==> config.mk <==
export PLATFORM = sky130hd
export DESIGN_NAME = hmm_viterbi_decoder
export DESIGN_NICKNAME = d
export VERILOG_FILES = /design/src/rtl/hvd_pkg.sv /design/src/rtl/hvd_ram.sv /design/src/rtl/hvd_acs.sv /design/src/rtl/hmm_viterbi_decoder.sv
export SDC_FILE = /design/constraint.sdc
export NUM_CORES = 1
export LEC_CHECK = 0
export BUFFER_PORTS_ARGS = -buffer_cell sky130_fd_sc_hd__buf_2
export CAP_MARGIN = 5
export CORE_ASPECT_RATIO = 0.5
export CORE_UTILIZATION = 40
export DETAILED_ROUTE_END_ITERATION = 6
export MAX_ROUTING_LAYER = met4
export PLACE_DENSITY = 0.52
export REMOVE_ABC_BUFFERS = 1
export SLEW_MARGIN = 20
export SYNTH_ARGS = -nofsm -noshare
export SYNTH_HDL_FRONTEND = slang
export SYNTH_SLANG_ARGS = --single-unit
==> constraint.sdc <==
create_clock -name clk -period 18.5 [get_ports clk]
set_clock_uncertainty 0.05 [all_clocks]
set_input_delay 5.55 -clock clk [delete_from_list [all_inputs] [get_ports clk]]
set_output_delay 5.55 -clock clk [all_outputs]
set_load 0.02 [all_outputs]
==> src/rtl/hvd_pkg.sv <==
// Types, constants and helpers for the HMM Viterbi decoder
package hvd_pkg;

  localparam int NUM_STATES_DEF = 4;
  localparam int StateW = 4;
  localparam int LogW = 20;
  localparam int MetW = 32;

  localparam logic signed [LogW-1:0] LOG_NEG_INF = {1'b1, {(LogW-1){1'b0}}};
  localparam logic signed [MetW-1:0] MET_MIN = {1'b1, {(MetW-1){1'b0}}};
  localparam logic signed [MetW-1:0] MET_MAX = {1'b0, {(MetW-1){1'b1}}};

  typedef enum logic [1:0] {
    OP_LOAD_TRANS = 2'd0,
    OP_LOAD_INIT  = 2'd1,
    OP_START      = 2'd2,
    OP_OBSERVE    = 2'd3
  } op_t;

  typedef enum logic [2:0] {
    ST_IDLE,
    ST_INIT,
    ST_SWEEP,
    ST_EMIT,
    ST_REPORT,
    ST_OUT
  } st_t;

  typedef struct packed {
    op_t                     opcode;
    logic [StateW-1:0]       from_state;
    logic [StateW-1:0]       to_state;
    logic signed [LogW-1:0]  log_value;
  } req_t;

  typedef struct packed {
    logic [StateW-1:0]       best_state;
    logic signed [MetW-1:0]  best_metric;
  } rsp_t;

  typedef struct packed {
    logic              clr;
    logic              step;
    logic [StateW-1:0] idx;
  } acs_ctrl_t;

  // widen a log value, zero probability becoming the metric floor
  function automatic logic signed [MetW-1:0] lift(input logic signed [LogW-1:0] v);
    lift = (v == LOG_NEG_INF) ? MET_MIN : MetW'(v);
  endfunction

endpackage

==> src/rtl/hvd_ram.sv <==
// Generic single-write, single-read RAM with registered read data
module hvd_ram #(
  parameter int Width = 8,
  parameter int Depth = 4
) (
  input  logic                     clk,
  input  logic                     wr_en,
  input  logic [$clog2(Depth)-1:0] wr_addr,
  input  logic [Width-1:0]         wr_data,
  input  logic [$clog2(Depth)-1:0] rd_addr,
  output logic [Width-1:0]         rd_data
);

  logic [Width-1:0] mem [Depth];

  always_ff @(posedge clk) begin
    if (wr_en) begin
      mem[wr_addr] <= wr_data;
    end
    rd_data <= mem[rd_addr];
  end

endmodule

==> src/rtl/hvd_acs.sv <==
// Shared saturating add and compare unit with running maximum
module hvd_acs import hvd_pkg::*; (
  input  logic                   clk,
  input  logic                   rst,
  input  acs_ctrl_t              ctrl,
  input  logic signed [MetW-1:0] a,
  input  logic signed [MetW-1:0] b,
  output logic signed [MetW-1:0] sum,
  output logic signed [MetW-1:0] best_metric,
  output logic [StateW-1:0]      best_index
);

  logic signed [MetW:0] wide;

  assign wide = {a[MetW-1], a} + {b[MetW-1], b};

  always_comb begin
    if (a == MET_MIN || b == MET_MIN) begin
      sum = MET_MIN;
    end else if (wide[MetW] != wide[MetW-1]) begin
      sum = wide[MetW] ? MET_MIN : MET_MAX;
    end else begin
      sum = wide[MetW-1:0];
    end
  end

  always_ff @(posedge clk) begin
    if (rst || ctrl.clr) begin
      best_metric <= MET_MIN;
      best_index  <= '0;
    end else if (ctrl.step && (sum > best_metric)) begin
      best_metric <= sum;
      best_index  <= ctrl.idx;
    end
  end

endmodule

==> src/rtl/hmm_viterbi_decoder.sv <==
// Top level of the log-domain HMM Viterbi decoder
// A load word writes its table entry while the decoder stays idle. A start
// word streams the log-initial table through the shared add/compare unit,
// one state a cycle, each taken from the registered RAM read, then the result is
// offered. An observe word does one add/compare per previous state plus the
// emission add; the observe that closes a time step then scans the new
// metrics for the best state and offers the result. The input is not ready
// while a word is in work; a pending result is held in its own register and
// does not stop the next word being taken.
module hmm_viterbi_decoder import hvd_pkg::*; #(
  parameter int NUM_STATES = NUM_STATES_DEF
) (
  input  logic clk,
  input  logic rst,
  input  logic req_valid,
  output logic req_ready,
  input  req_t req,
  output logic rsp_valid,
  input  logic rsp_ready,
  output rsp_t rsp
);

  localparam int SW  = $clog2(NUM_STATES);
  localparam int KW  = $clog2(NUM_STATES + 1);
  localparam int TAW = $clog2(NUM_STATES * NUM_STATES);

  st_t state, state_next;
  logic [KW-1:0] k;
  logic [KW-1:0] km1;
  logic [SW-1:0] cur;
  logic signed [LogW-1:0] emis;
  logic signed [MetW-1:0] metric_prev [NUM_STATES];
  logic signed [MetW-1:0] metric_next [NUM_STATES];

  acs_ctrl_t ctrl;
  logic signed [MetW-1:0] a_op, b_op, sum, acc_metric;
  logic [StateW-1:0] acc_index;

  logic accept, last_state;
  logic trans_we, init_we;
  logic [TAW-1:0] trans_waddr, trans_raddr;
  logic [SW-1:0] init_raddr;
  logic [LogW-1:0] trans_rdata, init_rdata;

  assign req_ready  = (state == ST_IDLE);
  assign accept     = req_valid && req_ready;
  assign km1        = k - 1'b1;
  assign last_state = (cur == SW'(NUM_STATES - 1));

  assign trans_we = accept && (req.opcode == OP_LOAD_TRANS)
                    && ({1'b0, req.from_state} < (StateW+1)'(NUM_STATES))
                    && ({1'b0, req.to_state} < (StateW+1)'(NUM_STATES));
  assign init_we  = accept && (req.opcode == OP_LOAD_INIT)
                    && ({1'b0, req.to_state} < (StateW+1)'(NUM_STATES));
  assign trans_waddr = TAW'(req.from_state[SW-1:0] * NUM_STATES + req.to_state[SW-1:0]);
  assign trans_raddr = TAW'(k * NUM_STATES + cur);
  assign init_raddr  = k[SW-1:0];

  hvd_ram #(.Width(LogW), .Depth(NUM_STATES * NUM_STATES)) u_trans (
    .clk     (clk),
    .wr_en   (trans_we),
    .wr_addr (trans_waddr),
    .wr_data (req.log_value),
    .rd_addr (trans_raddr),
    .rd_data (trans_rdata)
  );

  hvd_ram #(.Width(LogW), .Depth(NUM_STATES)) u_init (
    .clk     (clk),
    .wr_en   (init_we),
    .wr_addr (req.to_state[SW-1:0]),
    .wr_data (req.log_value),
    .rd_addr (init_raddr),
    .rd_data (init_rdata)
  );

  hvd_acs u_acs (
    .clk         (clk),
    .rst         (rst),
    .ctrl        (ctrl),
    .a           (a_op),
    .b           (b_op),
    .sum         (sum),
    .best_metric (acc_metric),
    .best_index  (acc_index)
  );

  always_comb begin
    state_next = state;
    ctrl       = '0;
    a_op       = acc_metric;
    b_op       = '0;
    case (state)
      ST_IDLE: begin
        if (accept && req.opcode == OP_START) begin
          ctrl.clr   = 1'b1;
          state_next = ST_INIT;
        end else if (accept && req.opcode == OP_OBSERVE) begin
          ctrl.clr   = 1'b1;
          state_next = ST_SWEEP;
        end
      end
      ST_INIT: begin
        a_op      = lift(init_rdata);
        ctrl.step = (k != '0);
        ctrl.idx  = StateW'(km1[SW-1:0]);
        if (k == KW'(NUM_STATES)) begin
          state_next = ST_OUT;
        end
      end
      ST_SWEEP: begin
        a_op      = metric_prev[km1[SW-1:0]];
        b_op      = lift(trans_rdata);
        ctrl.step = (k != '0);
        ctrl.idx  = StateW'(km1[SW-1:0]);
        if (k == KW'(NUM_STATES)) begin
          state_next = ST_EMIT;
        end
      end
      ST_EMIT: begin
        b_op = lift(emis);
        if (last_state) begin
          ctrl.clr   = 1'b1;
          state_next = ST_REPORT;
        end else begin
          state_next = ST_IDLE;
        end
      end
      ST_REPORT: begin
        a_op      = metric_prev[k[SW-1:0]];
        ctrl.step = 1'b1;
        ctrl.idx  = StateW'(k[SW-1:0]);
        if (k == KW'(NUM_STATES - 1)) begin
          state_next = ST_OUT;
        end
      end
      ST_OUT: begin
        if (!rsp_valid || rsp_ready) begin
          state_next = ST_IDLE;
        end
      end
      default: begin
        state_next = ST_IDLE;
      end
    endcase
  end

  always_ff @(posedge clk) begin
    if (rst) begin
      state     <= ST_IDLE;
      k         <= '0;
      cur       <= '0;
      rsp_valid <= 1'b0;
      for (int x = 0; x < NUM_STATES; x++) begin
        metric_prev[x] <= '0;
        metric_next[x] <= '0;
      end
    end else begin
      state <= state_next;
      if (state_next != state || state == ST_IDLE || state == ST_OUT) begin
        k <= '0;
      end else begin
        k <= k + 1'b1;
      end
      if (state == ST_OUT && state_next == ST_IDLE) begin
        rsp_valid <= 1'b1;
      end else if (rsp_ready) begin
        rsp_valid <= 1'b0;
      end
      if (accept && req.opcode == OP_START) begin
        cur <= '0;
      end
      if (state == ST_INIT && k != '0) begin
        metric_prev[km1[SW-1:0]] <= sum;
      end
      if (state == ST_EMIT) begin
        metric_next[cur] <= sum;
        if (last_state) begin
          cur <= '0;
          for (int x = 0; x < NUM_STATES; x++) begin
            metric_prev[x] <= (SW'(x) == cur) ? sum : metric_next[x];
          end
        end else begin
          cur <= cur + 1'b1;
        end
      end
    end
  end

  always_ff @(posedge clk) begin
    if (accept) begin
      emis <= req.log_value;
    end
    if (state == ST_OUT && state_next == ST_IDLE) begin
      rsp.best_state  <= acc_index;
      rsp.best_metric <= acc_metric;
    end
  end

endmodule

==> impl_metrics.env <==
export IMPL_wire_per_inst_um=29.7
export IMPL_ant_nets=0
export IMPL_cts_resized_gates=0
export IMPL_power_density_mw_per_mm2=98.6
export IMPL_min_period_ps=10980
export IMPL_ys_seq_area_frac=0.662
export IMPL_finalHoldViolCount=0
export IMPL_area_delta_synth_final_pct=12.3
export IMPL_rows=74
export IMPL_outcome="finished, violations left"
export IMPL_synth_ff_latch_count=761
export IMPL_path_clk_slew_ps=70
export IMPL_violations="design-rule violations"
export IMPL_ios=72
export IMPL_holdPathStages=0
export IMPL_synth_commonest_cells="678 x edfxtp_1, 238 x nor2_1, 149 x mux4_2"
export IMPL_critPathMaxStageDelay_ps=850
export IMPL_register_area_mm2=0.0220
export IMPL_hold_path_end="rsp[32]$_DFFE_PP_"
export IMPL_multiInputGateArea_mm2=0.0106
export IMPL_relSlewSlack=0.264
export IMPL_rsz0062_at_grt="false"
export IMPL_synth_area_per_cell_um2=15.5
export IMPL_slew_viol_final=0
export IMPL_num_vias=20300
export IMPL_final_area_mm2=0.0373
export IMPL_synth_top_area_share=0.612
export IMPL_drc=12
export IMPL_cts_buffer_depth=3
export IMPL_grt_max_degree=62
export IMPL_grt_pass1_wl_um=145000
export IMPL_die_y_um=206
export IMPL_synthArstFlopShare=0
export IMPL_leakagePower_nw=12.6
export IMPL_die_w_um=410
export IMPL_ys_warn_count=0
export IMPL_port_buffers=69
export IMPL_ys_top_cells_by_area="edfxtp_1 61%, mux4_2 10%, dfxtp_1 5.0%, ha_1 2.8%, nor2_1 2.7%"
export IMPL_gp_congestion=0.935
export IMPL_wl_um=100000
export IMPL_r2r_cells=30
export IMPL_dpl_instance_area_mm2=0.0350
export IMPL_tightestPinTransition_ps=1100
export IMPL_r2r_setup_slack_ps=7520
export IMPL_min_from="u_acs.best_index[0]$_SDFFE_PP0P_"
export IMPL_worst_ir_drop_vdd_uv=56.3
export IMPL_netlist_cell_type_count=80
export IMPL_post_cts_buffers=0
export IMPL_grt_antenna_before_repair=1
export IMPL_period_share=0.594
export IMPL_synth_most_common_cell="edfxtp_1"
export IMPL_htree_levels=3
export IMPL_post_dp_hpwl_um=62100
export IMPL_crit_top_cell="buf_4"
export IMPL_hold_path_class="flop to flop"
export IMPL_cts_root_buf="clkbuf_16"
export IMPL_fill_cells=7223
export IMPL_synth_edf_count=678
export IMPL_syn_instance_count=2148
export IMPL_syn_area_mm2=0.0333
export IMPL_grt_pass1_vias=20000
export IMPL_max_cap_violations=0
export IMPL_synth_area_leader_cell="edfxtp_1"
export IMPL_finalSetupViolCount=0
export IMPL_crit_fanout=42
export IMPL_die_area_mm2=0.0844
export IMPL_worstSetupEndpointType="flop"
export IMPL_worst_path_max_delay_cell="dfxtp_2"
export IMPL_r2r_start="k[1]$_SDFF_PP0_"
export IMPL_drt_vias_per_instance=6.01
export IMPL_arrival_ps=11510
export IMPL_coreArea_mm2=0.0819
export IMPL_clock_sinks=761
export IMPL_start_util=0.406
export IMPL_firstDrtPassIters=7
export IMPL_overflow=0
export IMPL_dr_first_iter_drc_count=2239
export IMPL_synth_ff_type="edfxtp_1"
export IMPL_cts_tree="done"
export IMPL_finalSetupTns_ps=0
export IMPL_numCtsBuffers=71
export IMPL_reg2reg_to="u_acs.best_metric[3]$_SDFFE_PP0P_"
export IMPL_crit_type="flop to flop"
export IMPL_start_kind="flop"
export IMPL_max_freq_mhz=91.1
export IMPL_clk_latency_ps=670
export IMPL_cts_hold_fix_buffers=0
export IMPL_drive_above_1_share=0.208
export IMPL_required_ps=19030
export IMPL_final_nets=2331
export IMPL_grt_usage=0.247
[critical path: cells and delay by family (launching register included)]
family / cells / cell delay [ps]
simple gates: 8 / 2490
mux: 1 / 230
fa+ha+maj: 4 / 1500
buf+inv: 5 / 1770
compound gates: 12 / 3870
flops: 1 / 850
[layout make-up]
| type | count | share of cell area |
|---|---|---|
| tap | 1102 | 0.0369 |
| clock buffer | 95 | 0.0524 |
| sequential | 761 | 0.590 |
| inverter | 51 | 0.00513 |
| timing repair buffer | 133 | 0.0222 |
| multi-input combinational | 1204 | 0.284 |
| antenna | 1 | 0.0000670 |
| clock inverter | 35 | 0.00942 |
[cells by family after synthesis]
| logic type | count (synthesis) | synth area share |
|---|---|---|
| AND/OR/NAND/NOR | 532 | 0.0768 |
| other | 1 | 0.000113 |
| AO/OA/AOI/OAI | 395 | 0.0927 |
| XOR/XNOR | 24 | 0.00632 |
| buffers and inverters | 184 | 0.0241 |
| adder cells (fa/ha/maj) | 75 | 0.0284 |
| multiplexers | 176 | 0.109 |
| flip-flops | 761 | 0.662 |
[how the worst max path moves through the flow]
stage | from | slack (ps) | end | cells past startpoint
detailed placement | k[1]$_SDFF_PP0_ | 7420 | u_acs.best_metric[0]$_SDFFE_PP0P_ | 30
floorplan | k[0]$_SDFF_PP0_ | 6240 | u_acs.best_metric[0]$_SDFFE_PP0P_ | 26
CTS | k[1]$_SDFF_PP0_ | 7390 | u_acs.best_metric[3]$_SDFFE_PP0P_ | 30
global route | k[1]$_SDFF_PP0_ | 7080 | u_acs.best_metric[5]$_SDFFE_PP0P_ | 29
finish | k[1]$_SDFF_PP0_ | 7520 | u_acs.best_metric[3]$_SDFFE_PP0P_ | 30
global placement | k[1]$_SDFF_PP0_ | 7570 | u_acs.best_metric[11]$_SDFFE_PP0P_ | 29
[routing by layer]
layer  up-vias  share of wire  track usage
li1       8750              -            -
met1     10600           0.45        0.340
met2       813           0.46        0.383
met3       157          0.068       0.0419
met4         0          0.024       0.0618
met5         -              0            -
[sequential cells by signal, indices dropped and copies added, names as in the netlist, 2 cells and up]
signal / count
emis: 20
u_acs.best_metric: 32
rsp: 34
metric_next: 96
u_trans.mem: 320
u_acs.best_index: 2
state: 3
cur: 2
u_init.mem: 80
metric_prev: 128
u_trans.rd_data: 20
k: 3
u_init.rd_data: 20
[stage by stage]
| stage | total power (W) | utilization | hold WS, ps | setup WS [ps] | cells |
|---|---|---|---|---|---|
| final | 0.00368 | 0.456 | 415 | 7520 | 3382 |
| after global placement | 0.00222 | 0.427 | 433 | 7570 | 3251 |
| after detailed placement | 0.00222 | 0.427 | 409 | 7420 | 3251 |
| after CTS | 0.00370 | 0.455 | 420 | 7390 | 3381 |
| after global routing | 0.00378 | 0.456 | 432 | 7080 | 3381 |
| after floorplan | 0.00210 | - | 359 | 6240 | 2016 |
[layout by cell type (no fill, tap or decap), drive strengths merged, types with 10 or more instances in the layout]
cell type	instances
o31ai	17
a21o	18
nand2	87
xnor2	14
or2	28
buf	133
mux4	149
a22oi	25
o21ai	45
o22ai	14
nand4	14
edfxtp	678
clkinv	25
xor2	10
nand2b	17
a32o	81
nor4	20
nor2b	13
nor3	21
and3	18
ha	74
clkbuf	95
a21oi	48
nor2	238
o2bb2ai	33
a22o	22
inv	56
nand3	35
mux2i	21
dfxtp	83
a211oi	13
[power breakdown]
part	switching (W)	leakage, nW	internal [W]	total (W)
logic	0.000195	4.30	0.0000803	0.000276
registers	0.0000175	7.17	0.00189	0.00191
clock network	0.000673	1.14	0.000824	0.00150
total	0.000886	12.6	0.00280	0.00368
Power figures use the tool's default switching activity.
